File: src/hw/rtl/chacha20_keystream_block_assert.svh
// ----------------------------------------------------------------------------
// ChaCha20 keystream block assertion macros
// Shared concurrent assertion forms, clocked on clk and disabled in reset.
// ----------------------------------------------------------------------------
`ifndef CHACHA20_KEYSTREAM_BLOCK_ASSERT_SVH
`define CHACHA20_KEYSTREAM_BLOCK_ASSERT_SVH

// Property that must hold on every clock edge outside reset.
`define CCKS_ASSERT(lbl, prop, msg) \
	lbl: assert property (@(posedge clk) disable iff (!arst_n) (prop)) else $error(msg);

// Consequent that must hold in the cycle after the antecedent.
`define CCKS_ASSERT_NEXT(lbl, ante, cons, msg) \
	lbl: assert property (@(posedge clk) disable iff (!arst_n) (ante) |=> (cons)) else $error(msg);

`endif

File: src/hw/rtl/ccks_pkg.sv
// ----------------------------------------------------------------------------
// ChaCha20 keystream package
// Word and block types, the expansion constants and the quarter round.
// ----------------------------------------------------------------------------
package ccks_pkg;

	typedef logic [31:0] word_t;
	typedef logic [15:0][31:0] block_t;
	typedef logic [7:0][63:0] pairs_t;

	typedef struct packed {
		word_t a;
		word_t b;
		word_t c;
		word_t d;
	} quad_t;

	// Result handed from the round engine to the output stage.
	typedef struct packed {
		logic  valid;
		word_t counter;
	} core_res_t;

	typedef enum logic [2:0] {
		CFG_KEY_01   = 3'd0,
		CFG_KEY_23   = 3'd1,
		CFG_KEY_45   = 3'd2,
		CFG_KEY_67   = 3'd3,
		CFG_NONCE_01 = 3'd4,
		CFG_NONCE_2  = 3'd5
	} cfg_idx_t;

	localparam word_t SIGMA0 = 32'h61707865;
	localparam word_t SIGMA1 = 32'h3320646e;
	localparam word_t SIGMA2 = 32'h79622d32;
	localparam word_t SIGMA3 = 32'h6b206574;

	localparam logic [2:0] LAST_PAIR = 3'd7;
	localparam int unsigned COUNTER_WORD = 12;

	function automatic word_t rotl(word_t v, int unsigned n);
		return (v << n) | (v >> (32 - n));
	endfunction

	function automatic quad_t quarter(quad_t q);
		word_t a;
		word_t b;
		word_t c;
		word_t d;
		a = q.a;
		b = q.b;
		c = q.c;
		d = q.d;
		a = a + b; d = rotl(d ^ a, 16);
		c = c + d; b = rotl(b ^ c, 12);
		a = a + b; d = rotl(d ^ a, 8);
		c = c + d; b = rotl(b ^ c, 7);
		return '{a: a, b: b, c: c, d: d};
	endfunction

endpackage

File: src/hw/rtl/ccks_out.sv
// ----------------------------------------------------------------------------
// ChaCha20 keystream output stage
// Adds the starting words back in and sends the block as eight 64-bit beats.
// ----------------------------------------------------------------------------
`include "chacha20_keystream_block_assert.svh"

module ccks_out
	import ccks_pkg::*;
(
	input  logic        clk,
	input  logic        arst_n,
	input  core_res_t   res,
	input  block_t      mix,
	input  block_t      init_words,
	output logic        out_ready,
	output logic        m_tvalid,
	input  logic        m_tready,
	output logic [63:0] m_tdata,
	output logic [2:0]  m_tuser,
	output logic        m_tlast
);

	pairs_t     pairs_q;
	block_t     sum;
	logic [2:0] beat_q;
	logic       full_q;
	logic       load;
	logic       take;

	always_comb begin
		for (int w = 0; w < 16; w++) begin
			sum[w] = mix[w] + ((w == COUNTER_WORD) ? res.counter : init_words[w]);
		end
	end

	assign take      = full_q && m_tready;
	assign out_ready = !full_q || (m_tready && (beat_q == LAST_PAIR));
	assign load      = res.valid && out_ready;

	always_ff @(posedge clk or negedge arst_n) begin
		if (!arst_n) begin
			full_q <= 1'b0;
			beat_q <= 3'd0;
		end else if (load) begin
			full_q <= 1'b1;
			beat_q <= 3'd0;
		end else if (take) begin
			beat_q <= beat_q + 3'd1;
			if (beat_q == LAST_PAIR) begin
				full_q <= 1'b0;
			end
		end
	end

	// Pair k of the block sits at word positions 2k and 2k+1, so the block
	// register doubles as a shift line of 64-bit beats.
	always_ff @(posedge clk) begin
		if (load) begin
			pairs_q <= pairs_t'(sum);
		end else if (take) begin
			pairs_q <= {64'd0, pairs_q[7:1]};
		end
	end

	assign m_tvalid = full_q;
	assign m_tdata  = pairs_q[0];
	assign m_tuser  = beat_q;
	assign m_tlast  = (beat_q == LAST_PAIR);

	`CCKS_ASSERT_NEXT(a_out_load_starts, load, full_q && (beat_q == 3'd0),
		"loaded block does not start at its first pair")
	`CCKS_ASSERT_NEXT(a_out_mid_block, take && (beat_q != LAST_PAIR), full_q,
		"output emptied before the last pair")

endmodule

File: config.mk
export PLATFORM = sky130hd
export DESIGN_NAME = ccks_out
export DESIGN_NICKNAME = d
export VERILOG_FILES = /design/src/hw/rtl/ccks_pkg.sv /design/src/hw/rtl/ccks_out.sv
export VERILOG_INCLUDE_DIRS = /design/src /design/src/hw/rtl
export SDC_FILE = /design/constraint.sdc
export NUM_CORES = 2
export LEC_CHECK = 0
export BUFFER_PORTS_ARGS = -buffer_cell sky130_fd_sc_hd__buf_2
export CORE_AREA = 4 4 437 439
export DETAILED_ROUTE_END_ITERATION = 8
export DIE_AREA = 0 0 441 443
export PLACE_DENSITY = 0.43
export SLEW_MARGIN = 20
export SYNTH_ARGS = -nofsm -noshare
export SYNTH_HDL_FRONTEND = slang
export SYNTH_SLANG_ARGS = --single-unit
File: constraint.sdc
create_clock -name clk -period 15.4 [get_ports clk]
set_input_delay 3.08 -clock clk [delete_from_list [all_inputs] [get_ports clk]]
set_output_delay 3.08 -clock clk [all_outputs]
set_load 0.01 [all_outputs]
==> flow_metrics.py <==
metrics = {
    "worst_setup_path": {
        "end_kind": "primary output",
        "critPathMaxFanout": 8,
        "worst-setup-path-type": "in -> out",
        "start_kind": "input pin",
        "worstPathRequired_ns": 12.32,
        "arrival_ns": 3.73,
    },
    "route": {
        "vias_per_cell": 4.86,
        "routed_wl_mm": 200,
        "dr.pass1.iters": 8,
        "vias": 41400,
        "drt-initial-drc-count": 2468,
        "drc": 0,
        "ant_nets": 0,
        "wl_per_cell_um": 23.5,
    },
    "yosys": {
        "synth_edf_count": 512,
        "avgSynthCellArea_um2": 9.04,
        "synth_flop_cell": "edfxtp_1",
        "netlist-cell-type-count": 99,
        "synth_seq_cells": 516,
        "synthArstFlopShare_pct": 0.775,
        "synth_seq_area_share_pct": 34.6,
        "syn_nets": 6524,
        "ys.warnings.count": 0,
        "synthCells": 4950,
        "netlist_area_um2": 44800,
    },
    "placed_design": {
        "portBuffers": 1097,
        "place_hpwl_mm": 168,
        "gp_congestion": 0.904,
    },
    "cts": {
        "cts_max_path_buffers": 3,
        "clkSinkCount": 516,
        "clkLatencyLatePin_ns": 0.67,
        "h-tree-depth": 3,
        "cts_root_buffer": "clkbuf_16",
        "cts_tree": "done",
        "cts_buffers": 73,
        "path_clk_slew_ns": 0.06,
        "cts_setup_buffers": 0,
        "ctsResizeCount": 0,
        "ctsHoldBuffers": 0,
    },
    "run": {
        "drv_cap": 0,
    },
    "power": {
        "power.density_nw_per_um2": 99.2,
        "switching_share_pct": 34.8,
        "seq_power_share_pct": 35.3,
        "p_comb_share_pct": 33.1,
        "switchingPower_uw": 1900,
        "p_leak_uw": 0.0248,
        "clkPwrFrac_pct": 31.6,
        "p_int_uw": 3560,
        "max-vdd-ir-drop_uv": 70.7,
    },
    "timing": {
        "fin_tns_setup_ns": 0,
        "timing.final.crit_period_ns": 6.81,
        "max_slew.worst_pin.slew_ns": 1.06,
        "max_slew_margin_pct": 29.5,
        "setup_violations": 0,
        "timing.final.crit_share_pct": 44.2,
        "finClkSkew_ns": 0.0340,
        "slew_viol_final": 0,
        "rsz0062_at_grt": "false",
        "hold_violations": 0,
        "fmax_mhz": 147,
        "whs_ns": 0.518,
    },
    "final_layout": {
        "final_common_cell": "buf_2",
        "area_growth_pct": 22.8,
        "drive_gt1_share_pct": 21.6,
        "final_cell_mix": "buf_2 (1097), nand2_1 (734), o21ai_0 (571), edfxtp_1 (512), ha_1 (498)",
        "layout.nets": 7501,
        "post-route-util_pct": 29.4,
    },
    "global_routing": {
        "met2_usage_pct": 35.9,
        "grt_pass1_vias": 41400,
        "grt_max_degree": 216,
        "overflow": 0,
        "met3_usage_pct": 2.73,
        "grt_usage_pct": 19.4,
        "top_usage_layer": "met2",
        "grt_pass1_wl_mm": 281,
        "grt_util_met1_pct": 22.9,
        "grt_antenna_before_repair": 84,
    },
    "die": {
        "die_x_um": 441,
        "die_area_um2": 195000,
        "die_h_um": 443,
        "initial_utilization_pct": 23.9,
        "ios": 1130,
        "coreArea_um2": 187000,
        "placementRows": 159,
    },
    "hold_path": {
        "hold_path_class": "reg -> reg",
    },
    "outcome": {
        "status": "finished clean",
    },
}
[metal layers]
| metal | share of wire (%) | vias to the layer above |
|---|---|---|
| met3 | 4.8 | 298 |
| met4 | 3.3 | 34 |
| met1 | 40 | 19400 |
| met2 | 52 | 1264 |
| li1 | - | 20300 |
| met5 | 0.11 | - |
[state kept, by name, indices dropped and copies added, names as in the netlist]
register,flops
m_tuser,3
pairs_q,448
m_tdata,64
m_tvalid,1
[per-stage QoR]
step           cells  total power [uW]  setup WS [ns]  cell area, um2
3_5_place_dp    8346              3790           8.21           52500
6_report        8504              5460           8.59           55000
2_1_floorplan   4950              3110           1.48           44800
4_1_cts         8474              5560           8.59           54900
5_1_grt         8489              5800           8.54           54900
3_3_place_gp    8346              3790           8.26           52500
[power groups by stage]
stage	Clock (uW)	Combinational (uW)	Sequential, uW
6_report	1720	1800	1930
3_5_place_dp	0	1820	1960
5_1_grt	1850	2000	1950
3_3_place_gp	0	1820	1960
2_1_floorplan	0	1160	1950
4_1_cts	1790	1830	1940
[worst paths after layout]
kind | from | to | slack, ns | depth (start not counted)
min | pairs_q[318] | pairs_q[254] | 0.52 | 2
min reg2reg | pairs_q[318] | pairs_q[254] | 0.52 | 2
max reg2reg | m_tvalid | pairs_q[313] | 11.18 | 5
max in group asynchronous | arst_n | m_tuser[1] | 13.03 | 1
max | m_tready | out_ready | 8.59 | 4
min in group asynchronous | arst_n | m_tuser[0] | 2.24 | 1
[cells in the mapped netlist (31+ instances only)]
library cell	n	share of area [%]
clkbuf_1	128	1.1
a31oi_1	63	0.88
a211oi_1	42	0.70
buf_4	64	1.1
edfxtp_1	512	34
o21ai_1	31	0.35
nor3_1	58	0.65
xor2_1	233	4.6
nand2b_1	60	0.84
o21bai_1	58	0.97
and3_1	40	0.56
xnor2_1	215	4.2
o211ai_1	37	0.62
a21o_1	283	4.7
nor2b_1	40	0.56
inv_1	88	0.74
nand2_1	735	6.2
o21a_1	34	0.57
nand3_1	83	0.93
nand4_1	46	0.64
nor2_1	237	2.0
a21oi_1	410	4.6
o31ai_1	39	0.65
o21ai_0	572	6.4
ha_1	498	14
[layout make-up]
cell class / instances / area [um2]
timing repair buffer: 1115 / 5680
multi-input combinational: 4133 / 27900
inverter: 88 / 338
clock buffer: 91 / 1920
sequential: 516 / 15500
tap: 2495 / 3120
antenna: 29 / 72.6
clock inverter: 37 / 462
fill: 20200 / 132000
[cells by family (layout without fill, tap and decap cells)]
group	Yosys count	in the layout	share of synthesized area [%]
simple gates	1405	1405	14.0
xor+xnor	448	448	8.77
compound gates	1751	1751	24.6
fa+ha+maj	514	514	14.6
other cells	0	29	0
buf+inv	301	1331	3.08
mux	15	15	0.352
flops	516	516	34.6
[critical path: stages]
cell and delay (ns):
buf_2 0.09, nand2_1 0.05, nand2_1 0.30, buf_2 0.21
Power figures use the tool's default switching activity.
