**config.mk**
```make
export PLATFORM = sky130hd
export DESIGN_NAME = ccks_front
export DESIGN_NICKNAME = d
export VERILOG_FILES = /design/src/hw/rtl/ccks_pkg.sv /design/src/hw/rtl/ccks_front.sv
export VERILOG_INCLUDE_DIRS = /design/src /design/src/hw/rtl
export SDC_FILE = /design/constraint.sdc
export NUM_CORES = 1
export LEC_CHECK = 0
export BUFFER_PORTS_ARGS = -buffer_cell sky130_fd_sc_hd__buf_2
export CORE_UTILIZATION = 52
export DETAILED_ROUTE_END_ITERATION = 8
export GPL_ROUTABILITY_DRIVEN = 0
export GPL_TIMING_DRIVEN = 0
export MAX_ROUTING_LAYER = met4
export PLACE_DENSITY = 0.79
export SLEW_MARGIN = 5
export SYNTH_ARGS = -nofsm -noshare
export SYNTH_HDL_FRONTEND = slang
export SYNTH_SLANG_ARGS = --single-unit
```
**constraint.sdc**
```tcl
create_clock -name clk -period 3.6 [get_ports clk]
set_clock_uncertainty 0.1 [all_clocks]
set_input_delay 0.18 -clock clk [delete_from_list [all_inputs] [get_ports clk]]
set_output_delay 0.18 -clock clk [all_outputs]
set_load 0.005 [all_outputs]
```
**src/hw/rtl/chacha20_keystream_block_assert.svh**
```systemverilog
// ----------------------------------------------------------------------------
// ChaCha20 keystream block assertion macros
// Shared concurrent assertion forms, clocked on clk and disabled in reset.
// ----------------------------------------------------------------------------
`ifndef CHACHA20_KEYSTREAM_BLOCK_ASSERT_SVH
`define CHACHA20_KEYSTREAM_BLOCK_ASSERT_SVH

// Property that must hold on every clock edge outside reset.
`define CCKS_ASSERT(lbl, prop, msg) \
	lbl: assert property (@(posedge clk) disable iff (!arst_n) (prop)) else $error(msg);

// Consequent that must hold in the cycle after the antecedent.
`define CCKS_ASSERT_NEXT(lbl, ante, cons, msg) \
	lbl: assert property (@(posedge clk) disable iff (!arst_n) (ante) |=> (cons)) else $error(msg);

`endif

```
**src/hw/rtl/ccks_pkg.sv**
```systemverilog
// ----------------------------------------------------------------------------
// ChaCha20 keystream package
// Word and block types, the expansion constants and the quarter round.
// ----------------------------------------------------------------------------
package ccks_pkg;

	typedef logic [31:0] word_t;
	typedef logic [15:0][31:0] block_t;
	typedef logic [7:0][63:0] pairs_t;

	typedef struct packed {
		word_t a;
		word_t b;
		word_t c;
		word_t d;
	} quad_t;

	// Result handed from the round engine to the output stage.
	typedef struct packed {
		logic  valid;
		word_t counter;
	} core_res_t;

	typedef enum logic [2:0] {
		CFG_KEY_01   = 3'd0,
		CFG_KEY_23   = 3'd1,
		CFG_KEY_45   = 3'd2,
		CFG_KEY_67   = 3'd3,
		CFG_NONCE_01 = 3'd4,
		CFG_NONCE_2  = 3'd5
	} cfg_idx_t;

	localparam word_t SIGMA0 = 32'h61707865;
	localparam word_t SIGMA1 = 32'h3320646e;
	localparam word_t SIGMA2 = 32'h79622d32;
	localparam word_t SIGMA3 = 32'h6b206574;

	localparam logic [2:0] LAST_PAIR = 3'd7;
	localparam int unsigned COUNTER_WORD = 12;

	function automatic word_t rotl(word_t v, int unsigned n);
		return (v << n) | (v >> (32 - n));
	endfunction

	function automatic quad_t quarter(quad_t q);
		word_t a;
		word_t b;
		word_t c;
		word_t d;
		a = q.a;
		b = q.b;
		c = q.c;
		d = q.d;
		a = a + b; d = rotl(d ^ a, 16);
		c = c + d; b = rotl(b ^ c, 12);
		a = a + b; d = rotl(d ^ a, 8);
		c = c + d; b = rotl(b ^ c, 7);
		return '{a: a, b: b, c: c, d: d};
	endfunction

endpackage

```
**src/hw/rtl/ccks_front.sv**
```systemverilog
// ----------------------------------------------------------------------------
// ChaCha20 keystream front end
// Two-entry queue that takes counter transactions and feeds the round engine.
// ----------------------------------------------------------------------------
`include "chacha20_keystream_block_assert.svh"

module ccks_front
	import ccks_pkg::*;
(
	input  logic  clk,
	input  logic  arst_n,
	input  logic  s_tvalid,
	output logic  s_tready,
	input  word_t s_counter,
	output logic  q_valid,
	output word_t q_counter,
	input  logic  q_pop
);

	word_t      mem_q [2];
	logic       wr_q;
	logic       rd_q;
	logic [1:0] cnt_q;
	logic       push;

	assign s_tready  = (cnt_q != 2'd2);
	assign push      = s_tvalid && s_tready;
	assign q_valid   = (cnt_q != 2'd0);
	assign q_counter = mem_q[rd_q];

	always_ff @(posedge clk or negedge arst_n) begin
		if (!arst_n) begin
			wr_q  <= 1'b0;
			rd_q  <= 1'b0;
			cnt_q <= 2'd0;
		end else begin
			if (push) begin
				wr_q <= ~wr_q;
			end
			if (q_pop) begin
				rd_q <= ~rd_q;
			end
			if (push && !q_pop) begin
				cnt_q <= cnt_q + 2'd1;
			end else if (!push && q_pop) begin
				cnt_q <= cnt_q - 2'd1;
			end
		end
	end

	always_ff @(posedge clk) begin
		if (push) begin
			mem_q[wr_q] <= s_counter;
		end
	end

	`CCKS_ASSERT(a_front_no_overfill, cnt_q <= 2'd2, "front queue count beyond depth")

endmodule

```
==> results.toml, run 1 <==
[status]
status = "completed"

[critical_path]
critical_path_buf_inv_count = 0
crit_start = "cnt_q[0]"
max_stage_delay_ns = 0.72
worstPathRequired_ns = 3.46
slowest_stage = "nor2_4"
cp-start-kind = "flip-flop"
critPathKind = "reg -> reg"
worstPathCellList = "nand2b_1, nand2_1, nor2_4"
worstPathArrival_ns = 1.80
path_max_fanout = 32
endpoint_kind = "flip-flop"
cp_top_family = "simple AND/OR/NAND/NOR gates"
regToRegStartpoint = "cnt_q[0]"

[layout]
syn2layout_area_growth_pct = 36.5
utilization_pct = 75.3
fin_cells = 304
num_antenna_cells = 0
num-nets-final = 269
drive_gt1_share_pct = 52.3
fillCellCount = 299

[global_routing]
grt_max_degree = 33
antenna_found_initial = 0
grt_overflow_total = 0
use_met1_pct = 20.0
grt-busiest-layer = "met2"
met2_usage_pct = 35.5
use_met3_pct = 5.08
grt_usage_pct = 20.2
grt_pass1_vias = 1556
grt_pass1_wl_um = 7330

[synth]
netlist_top_cells_area = "edfxtp_1 72%, mux2_4 16%, dfrtp_1 3.8%, buf_12 2.3%, mux2_2 1.3%"
yosysUniqueCellTypes = 15
async_flop_share_pct = 5.88
avgSynthCellArea_um2 = 22.5
synth_ff_type = "edfxtp_1"
synth_nets = 155
ys.warnings.count = 0
synth_common_cells = "64 x edfxtp_1, 29 x mux2_4, 4 x dfrtp_1"
syn_inst = 118
ys_seq_area_share_pct = 76.1
synth.top_cell.area_share_pct = 72.4
synth.cell_area_mm2 = 0.00266
synth_edf_count = 64
yosys.area.top_type = "edfxtp_1"
synth_seq_cells = 68
synth_most_common_cell = "edfxtp_1"

[routing]
wl_per_cell_um = 16.2
drcViolationCount = 0
dr.pass1.iters = 4
vias_per_cell = 4.85
wl_um = 4920
vias = 1473
drt-initial-drc-count = 78
drtAntennaViolNets = 0

[timing]
setup_viol = 0
worstMarginPinSlew_ns = 0.916
max-slew-margin-rel_pct = 38.8
fmax_mhz = 514
setup_ws_ns = 1.65
finalHoldViolations = 0
fin_crit_ns = 1.95
rsz0062_at_grt = "false"
fin_crit_sh_pct = 54.1
finalMaxSlewViolations = 0
setup_tns_ns = 0

[floorplanning]
fp.dieH_um = 73.5
die_area_mm2 = 0.00540
rows = 25
initial_core_util_pct = 55.1
ios = 70
core_area_mm2 = 0.00482
die_w_um = 73.5

[placement]
dpl.hpwl_um = 2770
dpl.cell_count = 254
portBuffers = 69
place_ws_ns = 1.65

[clock_network]
clock_tree.root_cell = "clkbuf_8"
clockBufferDepth = 2
cts.sinks = 68
htree_levels = 3
cts_buffers = 9
insertion_delay_ns = 0.32
cts_setup_buffers = 0
clk_pin_slew_ns = 0.07
cts_tree = "built"

[pwr]
power_frac_seq_pct = 43.5
intPower_w = 0.00192
p_clk_share_pct = 22.7
switching_share_pct = 27.5
pwr-share-comb_pct = 33.8
power.switching_w = 0.000730
ir_drop_mv = 0.554
leakage_nw = 1.50
power_density_mw_per_mm2 = 731

[job]
drv_cap = 0

[hold_path]
hold_path_class = "in -> async"
[power by group through the flow]
stage / sequential, W / clock (W) / combinational, W
2_1_floorplan: 0.00115 / 0 / 0.000604
3_3_place_gp: 0.00116 / 0 / 0.000844
3_5_place_dp: 0.00117 / 0 / 0.000870
4_1_cts: 0.00115 / 0.000610 / 0.000903
5_1_grt: 0.00117 / 0.000644 / 0.000969
6_report: 0.00115 / 0.000602 / 0.000895
[final cells by class]
type                    count  area [µm²]  area share, %
clock buffers               9         124           3.42
repair buffers            103         686           18.9
flip-flops and latches     68        2020           55.8
multi-input cells          44         564           15.6
plain buffers               4        71.3           1.97
inverters                   2        7.51          0.207
clock inverters             7        67.6           1.86
well taps                  67        83.8           2.31
[layer usage]
metal | vias to the layer above | routed length [µm]
li1 | 679 | -
met4 | 0 | 122
met1 | 715 | 1900
met5 | - | 0
met3 | 13 | 246
met2 | 66 | 2650
[worst paths after layout]
kind,endpoint,slack [ns],depth (start not counted)
min in group clk,wr_q,0.15,3
min reg2reg,cnt_q[1],0.40,1
max reg2reg,mem_q[0][30],1.65,3
max in group asynchronous,cnt_q[1],3.19,2
min,rd_q,0.09,2
max,mem_q[0][30],1.65,3
[kinds of logic (layout without fill, tap and decap cells)]
| group | after synthesis | count (layout) | synth area share, % |
|---|---|---|---|
| xor gates and xnor gates | 5 | 5 | 1.65 |
| adders and majority gates | 1 | 1 | 0.471 |
| buffers and inverters | 6 | 125 | 2.97 |
| DFF | 68 | 68 | 76.1 |
| muxes | 32 | 32 | 17.7 |
| and+or+nand+nor | 6 | 6 | 1.13 |
[state kept, by name, indices dropped and copies added (netlist names)]
name	flops
mem_q	64
cnt_q	2
rd_q	1
wr_q	1
[stage by stage]
| stage | cell area, µm² | power [W] | hold WS, ns |
|---|---|---|---|
| floorplan | 2660 | 0.00175 | -0.216 |
| finish | 3630 | 0.00265 | 0.0901 |
| global route | 3630 | 0.00278 | 0.0897 |
| detailed placement | 3090 | 0.00204 | -0.110 |
| global placement | 3090 | 0.00200 | -0.114 |
| CTS | 3630 | 0.00267 | 0.0623 |
[layout by cell type (no fill, tap or decap), drive strengths merged]
cell type,n
buf,73
edfxtp,64
dlygate4sd3,34
mux2,32
clkbuf,9
clkinv,6
dfrtp,4
xor2,3
inv,2
xnor2,2
nor2,2
nand2b,1
nand2,1
or2,1
and3,1
ha,1
bufinv,1
[what timing repair did]
| item | in CTS | in global routing |
|---|---|---|
| hold buffers | 34 | 0 |
| endpoints found under the hold margin | 69 | 0 |
| endpoints found under the setup margin | 0 | 0 |
| gates resized for setup | 0 | 0 |
[worst register-to-register path, cell delays in order (launching register included)]
cell and delay [ns]:
dfrtp_1 0.41, nand2b_1 0.18, nand2_1 0.15, nor2_4 0.73
Power figures use the tool's default switching activity.
==> inputs of run 2 (changes only) <==
Settings changed: CORE_UTILIZATION 52 to 47, PLACE_DENSITY 0.79 to 0.75.
Clock period 3.6 ns to 1.7 ns, I/O delays scaled along.
==> results.toml, run 2 (synthesis results as in run 1) <==
[status]
status = "completed"

[placement]
portBuffers = 69
dpl.hpwl_um = 2770
place_ws_ns = -0.247

[critical_path]
critPathKind = "reg -> out"
worstPathRequired_ns = 1.51
worstPathArrival_ns = 1.41
slowest_stage = "dfrtp_1"
reg2regPathDepth = 7
cp-start-kind = "flip-flop"
regToRegStartpoint = "cnt_q[0]"
worstPathCellList = "buf_6, buf_12, mux2_4, buf_2"
crit_start = "rd_q"
max_stage_delay_ns = 0.37
path_max_fanout = 10
endpoint_kind = "output port"

[layout]
final_common_cell = "buf_2"
final_cell_mix = "69 x buf_2, 64 x edfxtp_1, 36 x dlygate4sd3_1"
num-nets-final = 273
fillCellCount = 409
top_regs = "mem_q: 64 flops, cnt_q: 2 flops"
largest_register_ffs = 64
syn2layout_area_growth_pct = 38.3
drive_gt1_share_pct = 51.5
largest-register = "mem_q"
num_antenna_cells = 0

[hold_path]
hold_depth = 2
min-delay-start = "s_counter[15]"
hold_path_class = "in -> reg"

[floorplanning]
fp.dieH_um = 77.2
ios = 70
initial_core_util_pct = 48.5
rows = 27
die_area_mm2 = 0.00596
die_w_um = 77.2
core_area_mm2 = 0.00547

[timing]
max-slew-margin-rel_pct = 65.8
worstMarginPinSlew_ns = 0.511
fmax_mhz = 625
finalMaxSlewViolations = 0
fin_crit_ns = 1.60
setup_viol = 0
setup_ws_ns = 0.100
rsz0062_at_grt = "false"
setup_tns_ns = 0
finalHoldViolations = 0
fin_crit_sh_pct = 94.1

[routing]
dr_wl_met3_um = 212
drtAntennaViolNets = 0
vias_per_cell = 4.50
m1WireLength_um = 1780
wl_um = 4420
wl_per_cell_um = 14.1
vias = 1408
drcViolationCount = 0
dr_wl_met2_um = 2350
drt-initial-drc-count = 50
topRoutingLayerUsed = "met4"
dr.pass1.iters = 4

[clock_network]
clock_tree.root_cell = "clkbuf_8"
insertion_delay_ns = 0.33
cts_buffers = 9
cts.sinks = 68
htree_levels = 3
clockBufferDepth = 2
clk_pin_slew_ns = 0.07
cts_tree = "built"

[pwr]
leakage_nw = 1.50
power_frac_seq_pct = 43.6
intPower_w = 0.00408
ir_drop_mv = 1.11
pwr-share-comb_pct = 34.8
power_density_mw_per_mm2 = 1520
power.switching_w = 0.00149
switching_share_pct = 26.7
p_clk_share_pct = 21.6

[global_routing]
antenna_found_initial = 0
grt_pass1_vias = 1523
grt_pass1_wl_um = 7000
grt_usage_pct = 16.6
grt_max_degree = 33
grt_overflow_total = 0

[job]
drv_cap = 0
run 2: changes by cell type in the layout (fill, tap and decap cells not counted), moves of 2 or more:
cell,delta
clkinv_1,+4
clkinv_2,-3
clkinv_4,-2
dlygate4sd3_1,+2
run 2: worst max-delay path: cells and delay by family (launching register included):
| family | cells | cell delay, ns |
|---|---|---|
| buf+inv | 3 | 0.41 |
| flops | 1 | 0.37 |
| mux | 1 | 0.30 |
run 2: stage by stage:
step | util (%) | power (W) | cell area, µm² | hold WS, ns | cells
floorplan | - | 0.00371 | 2670 | -0.311 | 118
global placement | 56.7 | 0.00424 | 3100 | -0.210 | 259
detailed placement | 56.7 | 0.00432 | 3100 | -0.201 | 259
CTS | 66.7 | 0.00561 | 3650 | 0.0297 | 311
global route | 67.1 | 0.00585 | 3670 | 0.362 | 313
finish | 67.1 | 0.00557 | 3670 | 0.369 | 313
run 2: worst paths after layout:
path	endpoint	slack, ns
setup / recovery	q_counter[14]	0.10
hold / removal	mem_q[1][15]	0.37
setup reg to reg	cnt_q[1]	0.13
hold reg to reg	cnt_q[1]	0.43
max in group asynchronous	rd_q	0.76
min in group asynchronous	cnt_q[0]	0.56
run 2: layout make-up:
type | count | area [µm²] | area share (%)
Sequential cell | 68 | 2020 | 55.0
Timing Repair Buffer | 106 | 713 | 19.4
Multi-Input combinational cell | 45 | 589 | 16.0
Clock buffer | 9 | 124 | 3.37
Tap cell | 72 | 90.1 | 2.45
Buffer | 4 | 71.3 | 1.94
Clock inverter | 7 | 57.6 | 1.57
Inverter | 2 | 7.51 | 0.204
run 2: power by group through the flow:
stage | registers, W | logic, W | clock network (W)
after floorplan | 0.00242 | 0.00129 | 0
after global placement | 0.00244 | 0.00180 | 0
after detailed placement | 0.00247 | 0.00184 | 0
after CTS | 0.00244 | 0.00194 | 0.00124
after global routing | 0.00247 | 0.00208 | 0.00131
final | 0.00243 | 0.00194 | 0.00120
run 2: timing repair:
item                                    in CTS  in global routing
endpoints found under the setup margin      64                 33
hold buffers                                35                  1
hold endpoints to repair                    69                  1
gates cloned                                 1                  0
resized for setup                            3                  2
pin swaps                                    2                  0
buffers inserted                             0                  1
run 2: metal layers:
layer,GRT usage (%),vias to the layer above
li1,-,692
met1,17.5,661
met2,28.4,46
met3,5.24,9
met4,7.55,0
met5,-,-
